===== src/cch_pkg.sv =====
`default_nettype none

package cch_pkg;

	localparam int unsigned PctW = 7;
	localparam int unsigned MsW = 32;
	localparam int unsigned MvW = 16;
	localparam int unsigned RegIdxW = 2;
	localparam int unsigned RearmMargin = 2;

	localparam logic [PctW-1:0] CutoffPctRst = PctW'(98);
	localparam logic [PctW-1:0] ResumePctRst = PctW'(95);
	localparam logic [MsW-1:0] FullHoldRst = MsW'(30000);
	localparam logic [MsW-1:0] ResumeHoldRst = MsW'(15000);

	typedef enum logic [1:0] {
		CMD_NONE = 2'd0,
		CMD_DISABLE = 2'd1,
		CMD_ENABLE = 2'd2
	} cmd_t;

	typedef enum logic [1:0] {
		EV_NONE = 2'd0,
		EV_PAUSED = 2'd1,
		EV_RESUMED = 2'd2,
		EV_HW_NOTICE = 2'd3
	} event_t;

	typedef enum logic [RegIdxW-1:0] {
		REG_CUTOFF_PCT = 2'd0,
		REG_RESUME_PCT = 2'd1,
		REG_FULL_HOLD = 2'd2,
		REG_RESUME_HOLD = 2'd3
	} reg_idx_t;

	typedef struct packed {
		logic [PctW-1:0] cutoff_pct;
		logic [PctW-1:0] resume_pct;
		logic [MsW-1:0] full_hold;
		logic [MsW-1:0] resume_hold;
	} cfg_t;

	typedef struct packed {
		logic cutoff_applied;
		logic full_run;
		logic [MsW-1:0] full_start;
		logic resume_run;
		logic [MsW-1:0] resume_start;
		logic notice_given;
	} state_t;

	typedef struct packed {
		logic [MsW-1:0] now_ms;
		logic mv_valid;
		logic [PctW-1:0] pct;
		logic charging;
		logic control;
		logic accepted;
	} item_t;

	typedef struct packed {
		cmd_t cmd;
		event_t evt;
		logic cutoff_active;
	} result_t;

endpackage

`default_nettype wire


===== src/cch_core.sv =====
`default_nettype none

module cch_core (
	input  cch_pkg::cfg_t   cfg,
	input  cch_pkg::state_t state,
	input  cch_pkg::item_t  item,
	output cch_pkg::state_t state_nxt,
	output cch_pkg::result_t result
);

	logic [cch_pkg::MsW-1:0] full_start_eff;
	logic [cch_pkg::MsW-1:0] resume_start_eff;
	logic [cch_pkg::MsW-1:0] full_elapsed;
	logic [cch_pkg::MsW-1:0] resume_elapsed;
	logic [cch_pkg::PctW:0] pct_margin;
	logic full_cond;
	logic resume_cond;

	assign full_start_eff = state.full_run ? state.full_start : item.now_ms;
	assign resume_start_eff = state.resume_run ? state.resume_start : item.now_ms;
	assign full_elapsed = item.now_ms - full_start_eff;
	assign resume_elapsed = item.now_ms - resume_start_eff;
	assign pct_margin = {1'b0, item.pct} + (cch_pkg::PctW+1)'(cch_pkg::RearmMargin);

	assign full_cond = (item.pct >= cfg.cutoff_pct) && item.charging && !state.cutoff_applied;
	assign resume_cond = state.cutoff_applied && (item.pct <= cfg.resume_pct);

	always_comb begin
		state_nxt = state;
		result.cmd = cch_pkg::CMD_NONE;
		result.evt = cch_pkg::EV_NONE;
		if (!item.mv_valid) begin
			state_nxt.full_run = 1'b0;
			state_nxt.resume_run = 1'b0;
		end else if (full_cond) begin
			state_nxt.full_run = 1'b1;
			state_nxt.full_start = full_start_eff;
			state_nxt.resume_run = 1'b0;
			if (full_elapsed >= cfg.full_hold) begin
				if (item.control) begin
					result.cmd = cch_pkg::CMD_DISABLE;
					if (item.accepted) begin
						state_nxt.cutoff_applied = 1'b1;
						state_nxt.full_run = 1'b0;
						result.evt = cch_pkg::EV_PAUSED;
					end
				end else if (!state.notice_given) begin
					state_nxt.notice_given = 1'b1;
					result.evt = cch_pkg::EV_HW_NOTICE;
				end
			end
		end else if (resume_cond) begin
			state_nxt.resume_run = 1'b1;
			state_nxt.resume_start = resume_start_eff;
			state_nxt.full_run = 1'b0;
			if (resume_elapsed >= cfg.resume_hold) begin
				if (item.control) begin
					result.cmd = cch_pkg::CMD_ENABLE;
					if (item.accepted) begin
						state_nxt.cutoff_applied = 1'b0;
						state_nxt.resume_run = 1'b0;
						result.evt = cch_pkg::EV_RESUMED;
					end
				end else begin
					state_nxt.cutoff_applied = 1'b0;
					state_nxt.resume_run = 1'b0;
				end
			end
		end else begin
			state_nxt.full_run = 1'b0;
			if (!state.cutoff_applied) begin
				state_nxt.resume_run = 1'b0;
			end
			if (pct_margin <= {1'b0, cfg.resume_pct}) begin
				state_nxt.notice_given = 1'b0;
			end
		end
		result.cutoff_active = state_nxt.cutoff_applied;
	end

endmodule

`default_nettype wire


===== src/charge_cutoff_hysteresis.sv =====
`default_nettype none

// Battery charge hysteresis controller. Each input word is one battery check and yields exactly
// one result word after it is accepted: the check is captured in an input register,
// evaluated against the held state in one pass of compare and subtract logic, and the result
// lands in an output register while the state updates at the same edge. A new check is accepted
// every cycle as long as the output side is draining; a stalled result holds its check in the
// input register. Configuration writes complete in the cycle they are offered and should only be
// made while no check is in flight.
module charge_cutoff_hysteresis (
	input  wire  logic        clk,
	input  wire  logic        arst_n,
	input  wire  logic        in_valid,
	output       logic        in_stall,
	input  wire  logic [31:0] now_ms,
	input  wire  logic [15:0] battery_millivolts,
	input  wire  logic [6:0]  charge_percent,
	input  wire  logic        is_charging,
	input  wire  logic        control_available,
	input  wire  logic        write_accepted,
	output       logic        out_valid,
	input  wire  logic        out_stall,
	output       logic [1:0]  charge_command,
	output       logic [1:0]  event_code,
	output       logic        cutoff_active,
	input  wire  logic        cfg_valid,
	output       logic        cfg_ready,
	input  wire  logic [1:0]  cfg_index,
	input  wire  logic [31:0] cfg_data
);

	cch_pkg::cfg_t cfg_q;
	cch_pkg::state_t state_q;
	cch_pkg::state_t state_nxt;
	cch_pkg::item_t item_s1;
	cch_pkg::result_t result;
	cch_pkg::result_t result_s2;
	logic valid_s1;
	logic valid_s2;
	logic advance;
	logic in_take;

	assign cfg_ready = 1'b1;

	always_ff @(posedge clk or negedge arst_n) begin
		if (!arst_n) begin
			cfg_q.cutoff_pct <= cch_pkg::CutoffPctRst;
			cfg_q.resume_pct <= cch_pkg::ResumePctRst;
			cfg_q.full_hold <= cch_pkg::FullHoldRst;
			cfg_q.resume_hold <= cch_pkg::ResumeHoldRst;
		end else if (cfg_valid && cfg_ready) begin
			unique case (cch_pkg::reg_idx_t'(cfg_index))
				cch_pkg::REG_CUTOFF_PCT: cfg_q.cutoff_pct <= cfg_data[cch_pkg::PctW-1:0];
				cch_pkg::REG_RESUME_PCT: cfg_q.resume_pct <= cfg_data[cch_pkg::PctW-1:0];
				cch_pkg::REG_FULL_HOLD: cfg_q.full_hold <= cfg_data;
				cch_pkg::REG_RESUME_HOLD: cfg_q.resume_hold <= cfg_data;
				default: cfg_q <= cfg_q;
			endcase
		end
	end

	assign advance = valid_s1 && (!valid_s2 || !out_stall);
	assign in_stall = valid_s1 && !advance;
	assign in_take = in_valid && !in_stall;

	always_ff @(posedge clk or negedge arst_n) begin
		if (!arst_n) begin
			valid_s1 <= 1'b0;
		end else if (in_take) begin
			valid_s1 <= 1'b1;
		end else if (advance) begin
			valid_s1 <= 1'b0;
		end
	end

	always_ff @(posedge clk) begin
		if (in_take) begin
			item_s1.now_ms <= now_ms;
			item_s1.mv_valid <= (battery_millivolts != 16'd0);
			item_s1.pct <= charge_percent;
			item_s1.charging <= is_charging;
			item_s1.control <= control_available;
			item_s1.accepted <= write_accepted;
		end
	end

	cch_core u_core (
		.cfg(cfg_q),
		.state(state_q),
		.item(item_s1),
		.state_nxt(state_nxt),
		.result(result)
	);

	always_ff @(posedge clk or negedge arst_n) begin
		if (!arst_n) begin
			state_q <= '0;
			valid_s2 <= 1'b0;
		end else begin
			if (advance) begin
				state_q <= state_nxt;
				valid_s2 <= 1'b1;
			end else if (!out_stall) begin
				valid_s2 <= 1'b0;
			end
		end
	end

	always_ff @(posedge clk) begin
		if (advance) begin
			result_s2 <= result;
		end
	end

	assign out_valid = valid_s2;
	assign charge_command = result_s2.cmd;
	assign event_code = result_s2.evt;
	assign cutoff_active = result_s2.cutoff_active;

	a_stall_needs_word: assert property (@(posedge clk) disable iff (!arst_n)
		in_stall |-> (valid_s1 && valid_s2 && out_stall))
		else $error("input stalled without a held word and a stalled result");

	a_advance_fills_out: assert property (@(posedge clk) disable iff (!arst_n)
		advance |=> valid_s2)
		else $error("evaluated word did not reach the output register");

	a_timers_exclusive: assert property (@(posedge clk) disable iff (!arst_n)
		!(state_q.full_run && state_q.resume_run))
		else $error("full and resume timers running together");

	a_paused_consistent: assert property (@(posedge clk) disable iff (!arst_n)
		(valid_s2 && result_s2.evt == cch_pkg::EV_PAUSED) |->
		(result_s2.cmd == cch_pkg::CMD_DISABLE && result_s2.cutoff_active))
		else $error("pause event without disable command or cutoff");

	a_resumed_consistent: assert property (@(posedge clk) disable iff (!arst_n)
		(valid_s2 && result_s2.evt == cch_pkg::EV_RESUMED) |->
		(result_s2.cmd == cch_pkg::CMD_ENABLE && !result_s2.cutoff_active))
		else $error("resume event without enable command or with cutoff held");

endmodule

`default_nettype wire


===== config.mk =====
export PLATFORM = sky130hd
export DESIGN_NAME = charge_cutoff_hysteresis
export DESIGN_NICKNAME = d
export VERILOG_FILES = /design/src/cch_pkg.sv /design/src/cch_core.sv /design/src/charge_cutoff_hysteresis.sv
export SDC_FILE = /design/constraint.sdc
export NUM_CORES = 1
export LEC_CHECK = 0
export BUFFER_PORTS_ARGS = -buffer_cell sky130_fd_sc_hd__buf_4
export CAP_MARGIN = 10
export CORE_ASPECT_RATIO = 0.75
export CORE_MARGIN = 5
export CORE_UTILIZATION = 25
export CTS_BUF_LIST = sky130_fd_sc_hd__clkbuf_16
export DETAILED_ROUTE_END_ITERATION = 7
export GPL_ROUTABILITY_DRIVEN = 0
export GPL_TIMING_DRIVEN = 0
export PLACE_DENSITY_LB_ADDON = 0.2
export SYNTH_ARGS = -nofsm -noshare
export SYNTH_HDL_FRONTEND = slang
export SYNTH_HIERARCHICAL = 1
export SYNTH_SLANG_ARGS = --single-unit

===== constraint.sdc =====
create_clock -name clk -period 4.9 [get_ports clk]
set_clock_uncertainty 0.05 [all_clocks]
set_input_delay 0.735 -clock clk [delete_from_list [all_inputs] [get_ports clk]]
set_output_delay 0.735 -clock clk [all_outputs]
set_load 0.01 [all_outputs]

; Word-level counts from Yosys, hierarchy flattened
; Cells that the tools add are included.
[op_classes]
n_addsub = 3
order_cmp = 5
eq_ne = 8
n_mux = 38
bitwise_logic = 1
reduce_logical = 24
[op_table]
columns = cell, n
row1 = $ge A32 B32 Y1, 2
row2 = $mux W32, 2
row3 = $sub A32 B32 Y32, 2
row4 = $mux W1, 24
row5 = $mux W4, 5
row6 = $reduce_bool A16 Y1, 1
row7 = $mux W2, 7
row8 = $reduce_and A2 Y1, 5
row9 = $add A7 B2 Y8 const B, 1
row10 = $le A8 B7 Y1, 1
row11 = $ge A7 B7 Y1, 1
row12 = $le A7 B7 Y1, 1
row13 = $logic_and A1 B1 Y1, 6
row14 = $reduce_and A6 Y1, 1
row15 = $logic_not A1 Y1, 5
row16 = $eq A2 B2 Y1 const B, 2
row17 = $ne A2 B1 Y1 const B, 2
row18 = $ne A2 B2 Y1 const B, 2
row19 = $ne A4 B2 Y1 const B, 1
row20 = $reduce_and A4 Y1, 1
row21 = $reduce_bool A2 Y1, 2
row22 = $reduce_and A3 Y1, 1
row23 = $eq A2 B1 Y1 const B, 1
row24 = $logic_not A2 Y1, 1
row25 = 2 further kinds, 2
[word_totals]
reg_bits = 196
inputBits = 97
output_inout_bits = 8
elab_cells = 100

; Longest topological paths before layout
; Gate-level depths: netlist (run 1).
[logic_depth]
word_depth = 8
depth_mapped = 27
depth_no_buf = 25

; Hierarchy
; Netlist (run 1), hierarchy kept.
[modules_own_cells]
columns = mod, n_inst, cells_each, area_each_um2, seq_area_each_um2
row1 = charge_cutoff_hysteresis, 1, 372, 7010.5, 5173.7
row2 = cch_core, 1, 933, 6641.4, 0.0

; Worst setup path after synthesis (run 1)
; Ideal clock, no wire load.
[synth_timing]
path_kind = register to register
from = register state_q[66] (netlist name)
to = register state_q[67] (netlist name)
setup_time_ns = 0.125
arrival_time_ns = 5.156
required_ns = 4.725
setup_slack_ns = -0.431
stages_incl_launch_ff = 25
path_buffers = 3
period_less_slack_ns = 5.331
cell_sequence = dfrtp_1 clkbuf_1 buf_1 mux2i_1 fa_1 a21o_1 a221oi_2 a211oi_2 o31ai_2 a21oi_1 o21ai_1 nand2b_1 a21oi_1 xnor2_1 ha_1 a21o_1 a21o_1 a21oi_1 o21ai_0 or3_1 a211oi_2 nor2_1 a32o_1 buf_4 mux2_2
[synth_lines]
columns = item, line
row1 = from (decl), charge_cutoff_hysteresis.sv:33  ; cch_pkg::state_t state_q;
row2 = from (signal assigned), charge_cutoff_hysteresis.sv:101  ; state_q <= state_nxt;

==> run metrics, run 1 <==
vias in the first global route 10600; initial antenna violation count 1; Req. time, crit path 5.19 ns; sequential share of the synthesized area 37.9%; area leader, netlist dfrtp_1; Initial Util 25.2%; die area 0.0594 sq mm; core area 0.0543 sq mm; Avg Vias per Cell 4.74; failing checks setup timing; outcome finished, violations left; slowest cell on the critical path dfrtp_1; total number of vias 10500; Async SR Flop Fraction 75.5%; worst slew pin tran ~0.77 ns; Diodes inserted 0; H-tree Lvls 4; worst-skew pair later-pin latency 0.47 ns; Die W 280 um; Clock Root Buffer clkbuf_16; # setup viols final 6; PortBufs slightly above 100; GRT overflow 0; final hold viol count 0; CP Buf/Inv Count 3; maxcap violations 0; final WL ~40000 um; Worst EP arrival 5.52 ns; Max FO, Critical Path 7; VDD IR-drop max 0.000266 V; Reg clk slew, reported paths ~0.080 ns; routed len/inst around 18 um; critical path launch point type register; Synth Flop Type dfrtp_1; Worst path max stage delay 0.40 ns; footprint of the multi-input gates 0.00872 sq mm; Period minus WS final 5.22 ns; Hold-fix buffers, CTS 0; FILL cells between 5000 and 6000; Pre-antenna DRT Iters 5; final net count 1718; Post-synth EDFFs 48; first-pass GRT wire length 62000 um; Avg Cell Area, Syn approximately 10 sq um; Syn Std Cell Area 0.0137 sq mm; fraction of layout instances using a drive strength above 1 approximately a third; f_max between 0.15 and 0.2 GHz; HP Class input port to asynchronous set/reset pin; Distinct cells, synth 76; final slew viol count 0; Post-synth top cells mux2_2 (150), ha_1 (148), dfrtp_1 (125); Critical Path End Type register; Placement Setup Slack -1.90 ns; Std-Cell Rows 74; largest net degree at the start of global routing 91; # DRC 0; Syn Inst Count 1305; Synth top area share 22.9%; Crit Path Class register to register; sequential cell area just over 0.005 sq mm; relative slew slack 49.0%; leakage power 7.45 nW; clock tree buffer depth 2; CP cell instances buf_8 > o21ai_4 > ha_4 > inv_2 > fa_2 > a21o_1 > a221oi_4 > a211oi_4 > o31ai_2 > a21oi_2 > o21ai_2 > nand2b_1 > a21oi_2 > xnor2_1 > ha_1 > a21o_1 > a21oi_2 > o21ai_2 > or3_4 > a211oi_4 > nor2_2 > a32o_2 > buf_6 > mux2_4; # IOs 105; pwr dens a little under 500 mW/mm^2; overall power of the completed layout approximately 0.0083 W; worst hold slack 0.152 ns; Mapped Nets 1552; area growth from synthesis to layout 26.1%; clock sink count 196; GRT Overall Usage 13.5%; Synth Register Bits 196; die height 212 um; CP dominant cell by count a21oi_2; YS warnings 6; Top delay family on crit path compound AO/OA/AOI/OAI gates; Iteration-0 DRC Markers 462; ratio of final minimum period to clock period 107%; final cell utilization of the core a little under a third; Routed Antenna Nets 0; most frequent cell after synthesis mux2_2; main area contributors after synthesis dfrtp_1 (23%), ha_1 (14%), mux2_2 (12%); setup ws final -0.324 ns; Inserted Clock Buffers 17; CTS tree done; DP Wirelength 30200 um; RSZ-0062 raised after global routing yes
==> flip-flops by register name (all words and copies together) (netlist names) <==
signal,cells
cfg_q,78
charge_command,2
cutoff_active,1
event_code,2
item_s1,43
out_valid,1
state_q,68
valid_s1,1
==> worst reg2reg max path, stage by stage, from the launching register on <==
cell,delay [ns]
dfrtp_1,0.40
buf_8,0.16
o21ai_4,0.18
ha_4,0.16
inv_2,0.04
fa_2,0.36
a21o_1,0.21
a221oi_4,0.35
a211oi_4,0.12
o31ai_2,0.27
a21oi_2,0.12
o21ai_2,0.14
nand2b_1,0.13
a21oi_2,0.18
xnor2_1,0.14
ha_1,0.27
a21o_1,0.21
a21oi_2,0.19
o21ai_2,0.10
or3_4,0.36
a211oi_4,0.27
nor2_2,0.08
a32o_2,0.26
buf_6,0.11
mux2_4,0.24
==> cells by family after synthesis <==
family                   after synthesis  synth area share (%)
AO/OA/AOI/OAI                        308                  14.5
other                                  1                0.0275
AND/OR/NAND/NOR                      243                  8.91
adder cells (fa/ha/maj)              150                  13.9
flip-flops                           196                  37.9
multiplexers                         211                  16.8
buffers and inverters                135                  4.02
XOR/XNOR                              61                  3.91
==> final timing paths <==
check	slack [ns]	depth (start not counted)	from	to
setup / recovery	-0.32	24	state_q[66]	state_q[67]
max in group asynchronous	3.74	2	arst_n	state_q[8]
hold reg to reg	0.43	1	valid_s1	out_valid
hold / removal	0.15	1	arst_n	cfg_q[58]
min in group clk	0.38	1	now_ms[13]	item_s1[24]
setup reg to reg	-0.32	24	state_q[66]	state_q[67]
==> placed cells by master, fill, tap and decap left out, types with 20 or more instances in the layout <==
cell type | synthesis | routed
xnor2_1 | 40 | 39
xor2_1 | 21 | 21
a21o_1 | 55 | 55
dfstp_2 | 23 | 23
nand4_1 | 20 | 20
nand2_1 | 61 | 59
mux2_2 | 150 | 147
edfxtp_1 | 48 | 48
a21oi_1 | 103 | 88
inv_1 | 93 | 91
o21ai_0 | 62 | 53
nand3_1 | 25 | 22
mux2i_1 | 61 | 42
nor2_1 | 53 | 49
ha_1 | 148 | 126
dfrtp_1 | 125 | 125
buf_4 | 2 | 140
==> routing by layer <==
metal | track usage [%] | vias up | routed length, um
met4 | 2.93 | 0 | 366
met2 | 20.2 | 186 | 17000
met5 | 0 | - | 0
li1 | - | 5079 | -
met1 | 20.6 | 5176 | 21400
met3 | 2.13 | 22 | 1380
==> power breakdown <==
part           internal, W  switching [W]
Combinational      0.00219        0.00230
Sequential         0.00213       0.000333
Clock             0.000653       0.000713
==> layout make-up <==
cell class | count | area share [%]
Buffer | 40 | 1.86
Clock buffer | 17 | 2.47
Clock inverter | 15 | 0.662
Inverter | 93 | 2.03
Multi-Input combinational cell | 974 | 50.7
Sequential cell | 196 | 30.1
Tap cell | 722 | 5.25
Timing Repair Buffer | 149 | 6.98
==> timing repair <==
action                                  CTS  global route
endpoints found under the setup margin    9             9
pin swaps                                45            74
endpoints found under the hold margin     0             0
gates cloned                              1             0
setup buffers                            24            22
resized for setup                       108            90
==> metrics by stage <==
| stage | cell area [sq um] | instances | TNS [ns] |
|---|---|---|---|
| after detailed placement | 15400 | 2132 | -10.90 |
| after global placement | 15300 | 2130 | -10.63 |
| after floorplan | 13700 | 1305 | 0 |
| after CTS | 16700 | 2189 | -1.78 |
| after global routing | 17200 | 2206 | -2.75 |
| final | 17200 | 2206 | -1.16 |
Power figures use the tool's default switching activity.
==> run 2, diff against run 1 <==
Settings changed: SYNTH_HIERARCHICAL 1 to unset.
==> run metrics, run 2 <==
final net count 1663; Largest register FFs 78; critical path launch point type register; most common cell after layout, fill and taps aside buf_4; HP Class input port to asynchronous set/reset pin; Inserted Clock Buffers 17; Crit Path Class register to register; CTS tree done; biggest regs cfg_q (78), state_q (68), item_s1 (43); relative slew slack 36.5%; Worst EP arrival about 5.3 ns; Max FO, Critical Path 8; worst-skew pair later-pin latency 0.46 ns; Die W 272 um; Initial Util 25.1%; Avg Cell Area, Syn 10.2 sq um; # setup viols final 4; clock tree buffer depth 2; Distinct cells, synth 74; most frequent cells in the layout buf_4 (133), ha_1 (126), dfrtp_1 (123); Post-synth top cells ha_1 (148), dfrtp_1 (125), inv_1 (100); Period minus WS final approximately 5.0 ns; outcome finished, violations left; total number of vias 9803; f_max 0.202 GHz; maxcap violations 0; worst r2r src state_q[66]; final hold viol count 0; initial antenna violation count 0; Fin Setup TNS -0.143 ns; DP Wirelength 28000 um; first-pass GRT wire length 56900 um; # DRC 0; H-tree Lvls 4; die area around 0.056 sq mm; Largest Register cfg_q; Diodes inserted 0; Post-synth EDFFs 48; routed len/inst 17.7 um; core area 0.0513 sq mm; Iteration-0 DRC Markers 603; Mapped Nets 1506; Routed Antenna Nets 0; Pre-antenna DRT Iters 5; reg-to-reg endpoint state_q[66]; Reg clk slew, reported paths 0.08 ns; GRT Overall Usage 13.1%; Synth Flop Type dfrtp_1; RSZ-0062 raised after global routing yes; PortBufs 103; Syn Std Cell Area approximately 0.013 sq mm; Synth top area share 24.3%; area growth from synthesis to layout 26.3%; YS warnings 0; worst hold slack 0.146 ns; area leader, netlist dfrtp_1; R2R Setup Slk -0.05 ns; Avg Vias per Cell between 4 and 5; Synth Register Bits between 150 and 200; Syn Inst Count around 1300; R2R depth 22; # IOs 105; leakage power 7.01 nW; final WL 37000 um; failing checks setup timing; worst slew pin tran between 0.9 and 1 ns; setup ws final -0.0547 ns; Critical Path End Type register; ratio of final minimum period to clock period 101%; main area contributors after synthesis dfrtp_1 (24%), ha_1 (14%), edfxtp_1 (11%); pwr dens 482 mW/mm^2; Std-Cell Rows 72; die height 206 um; Req. time, crit path 5.20 ns; Clock Root Buffer clkbuf_16; clock sink count 196; final slew viol count 0; fraction of layout instances using a drive strength above 1 28.8%; largest net degree at the start of global routing 97; VDD IR-drop max 0.000260 V; vias in the first global route 9710; GRT overflow 0; Async SR Flop Fraction 75.5%; most frequent cell after synthesis ha_1; sequential share of the synthesized area 40.2%
==> run 2: logic make-up (layout without fill, tap and decap cells) <==
family	Yosys count	in the layout	share of synthesized area [%]
multiplexers	136	136	11.3
adder cells (fa/ha/maj)	150	150	14.7
AO/OA/AOI/OAI	314	314	15.6
AND/OR/NAND/NOR	272	272	10.2
XOR/XNOR	59	59	4.02
buffers and inverters	131	301	3.85
flip-flops	196	196	40.2
other	1	1	0.0292
==> run 2: cell type report <==
| cell class | count | area, sq um |
|---|---|---|
| inverters | 100 | 375 |
| repair buffers | 140 | 1120 |
| flip-flops and latches | 196 | 5180 |
| multi-input cells | 932 | 7940 |
| clock inverters | 15 | 164 |
| well taps | 666 | 833 |
| clock buffers | 17 | 425 |
| fillers | 5248 | 35000 |
| plain buffers | 29 | 200 |
==> run 2: worst max-delay path by stage <==
stage,depth (start not counted),end,from
after floorplan,22,event_code[1],state_q[66]
after global placement,22,event_code[1],state_q[66]
after detailed placement,22,event_code[0],state_q[66]
after CTS,19,cutoff_active,state_q[66]
after global routing,23,state_q[66],state_q[66]
final,22,state_q[66],state_q[66]
==> run 2: where the power goes <==
group,switching (W),total (W),internal (W),leakage [nW]
logic,0.00215,0.00400,0.00185,4.53
registers,0.000273,0.00239,0.00212,2.19
clock network,0.000751,0.00144,0.000687,0.286
==> run 2: per-stage QoR <==
stage	util, %	area, sq um	instances	power (W)	worst slack, ns
final	31.7	16200	2095	0.00783	-0.0547
after global placement	28.2	14500	2028	0.00574	-1.66
after floorplan	-	12900	1259	0.00484	0.169
after global routing	31.7	16200	2095	0.00847	-0.218
after detailed placement	28.4	14500	2031	0.00579	-1.71
after CTS	30.6	15700	2083	0.00756	-0.0233
==> run 2: worst max-delay path, cell delays in order, from the launching register on <==
cell and delay, ns:
dfrtp_4 0.59, clkbuf_16 0.22, mux2i_4 0.20, ha_1 0.33, and3_4 0.20, o31ai_4 0.19
a21oi_2 0.10, o31a_1 0.32, nor3_2 0.18, o21ai_4 0.12, a31o_4 0.28, a21oi_4 0.13
xnor2_1 0.08, ha_1 0.32, and4_1 0.21, nand3_2 0.12, nor2_2 0.13, buf_4 0.12
nand4_1 0.13, o22ai_4 0.34, buf_6 0.16, nand3_2 0.09, a22o_1 0.20
==> run 2: routing by layer <==
layer,GRT usage (%),part of all wire [%]
met1,20.2,55
met2,19.0,41
met3,2.54,3.1
met4,2.35,0.79
met5,0,0
==> run 2: what timing repair did <==
item,in CTS,in global routing
cloned,0,1
pin swaps,39,45
buffers inserted,22,11
hold buffers,0,0
endpoints found under the setup margin,9,9
resized for setup,87,97
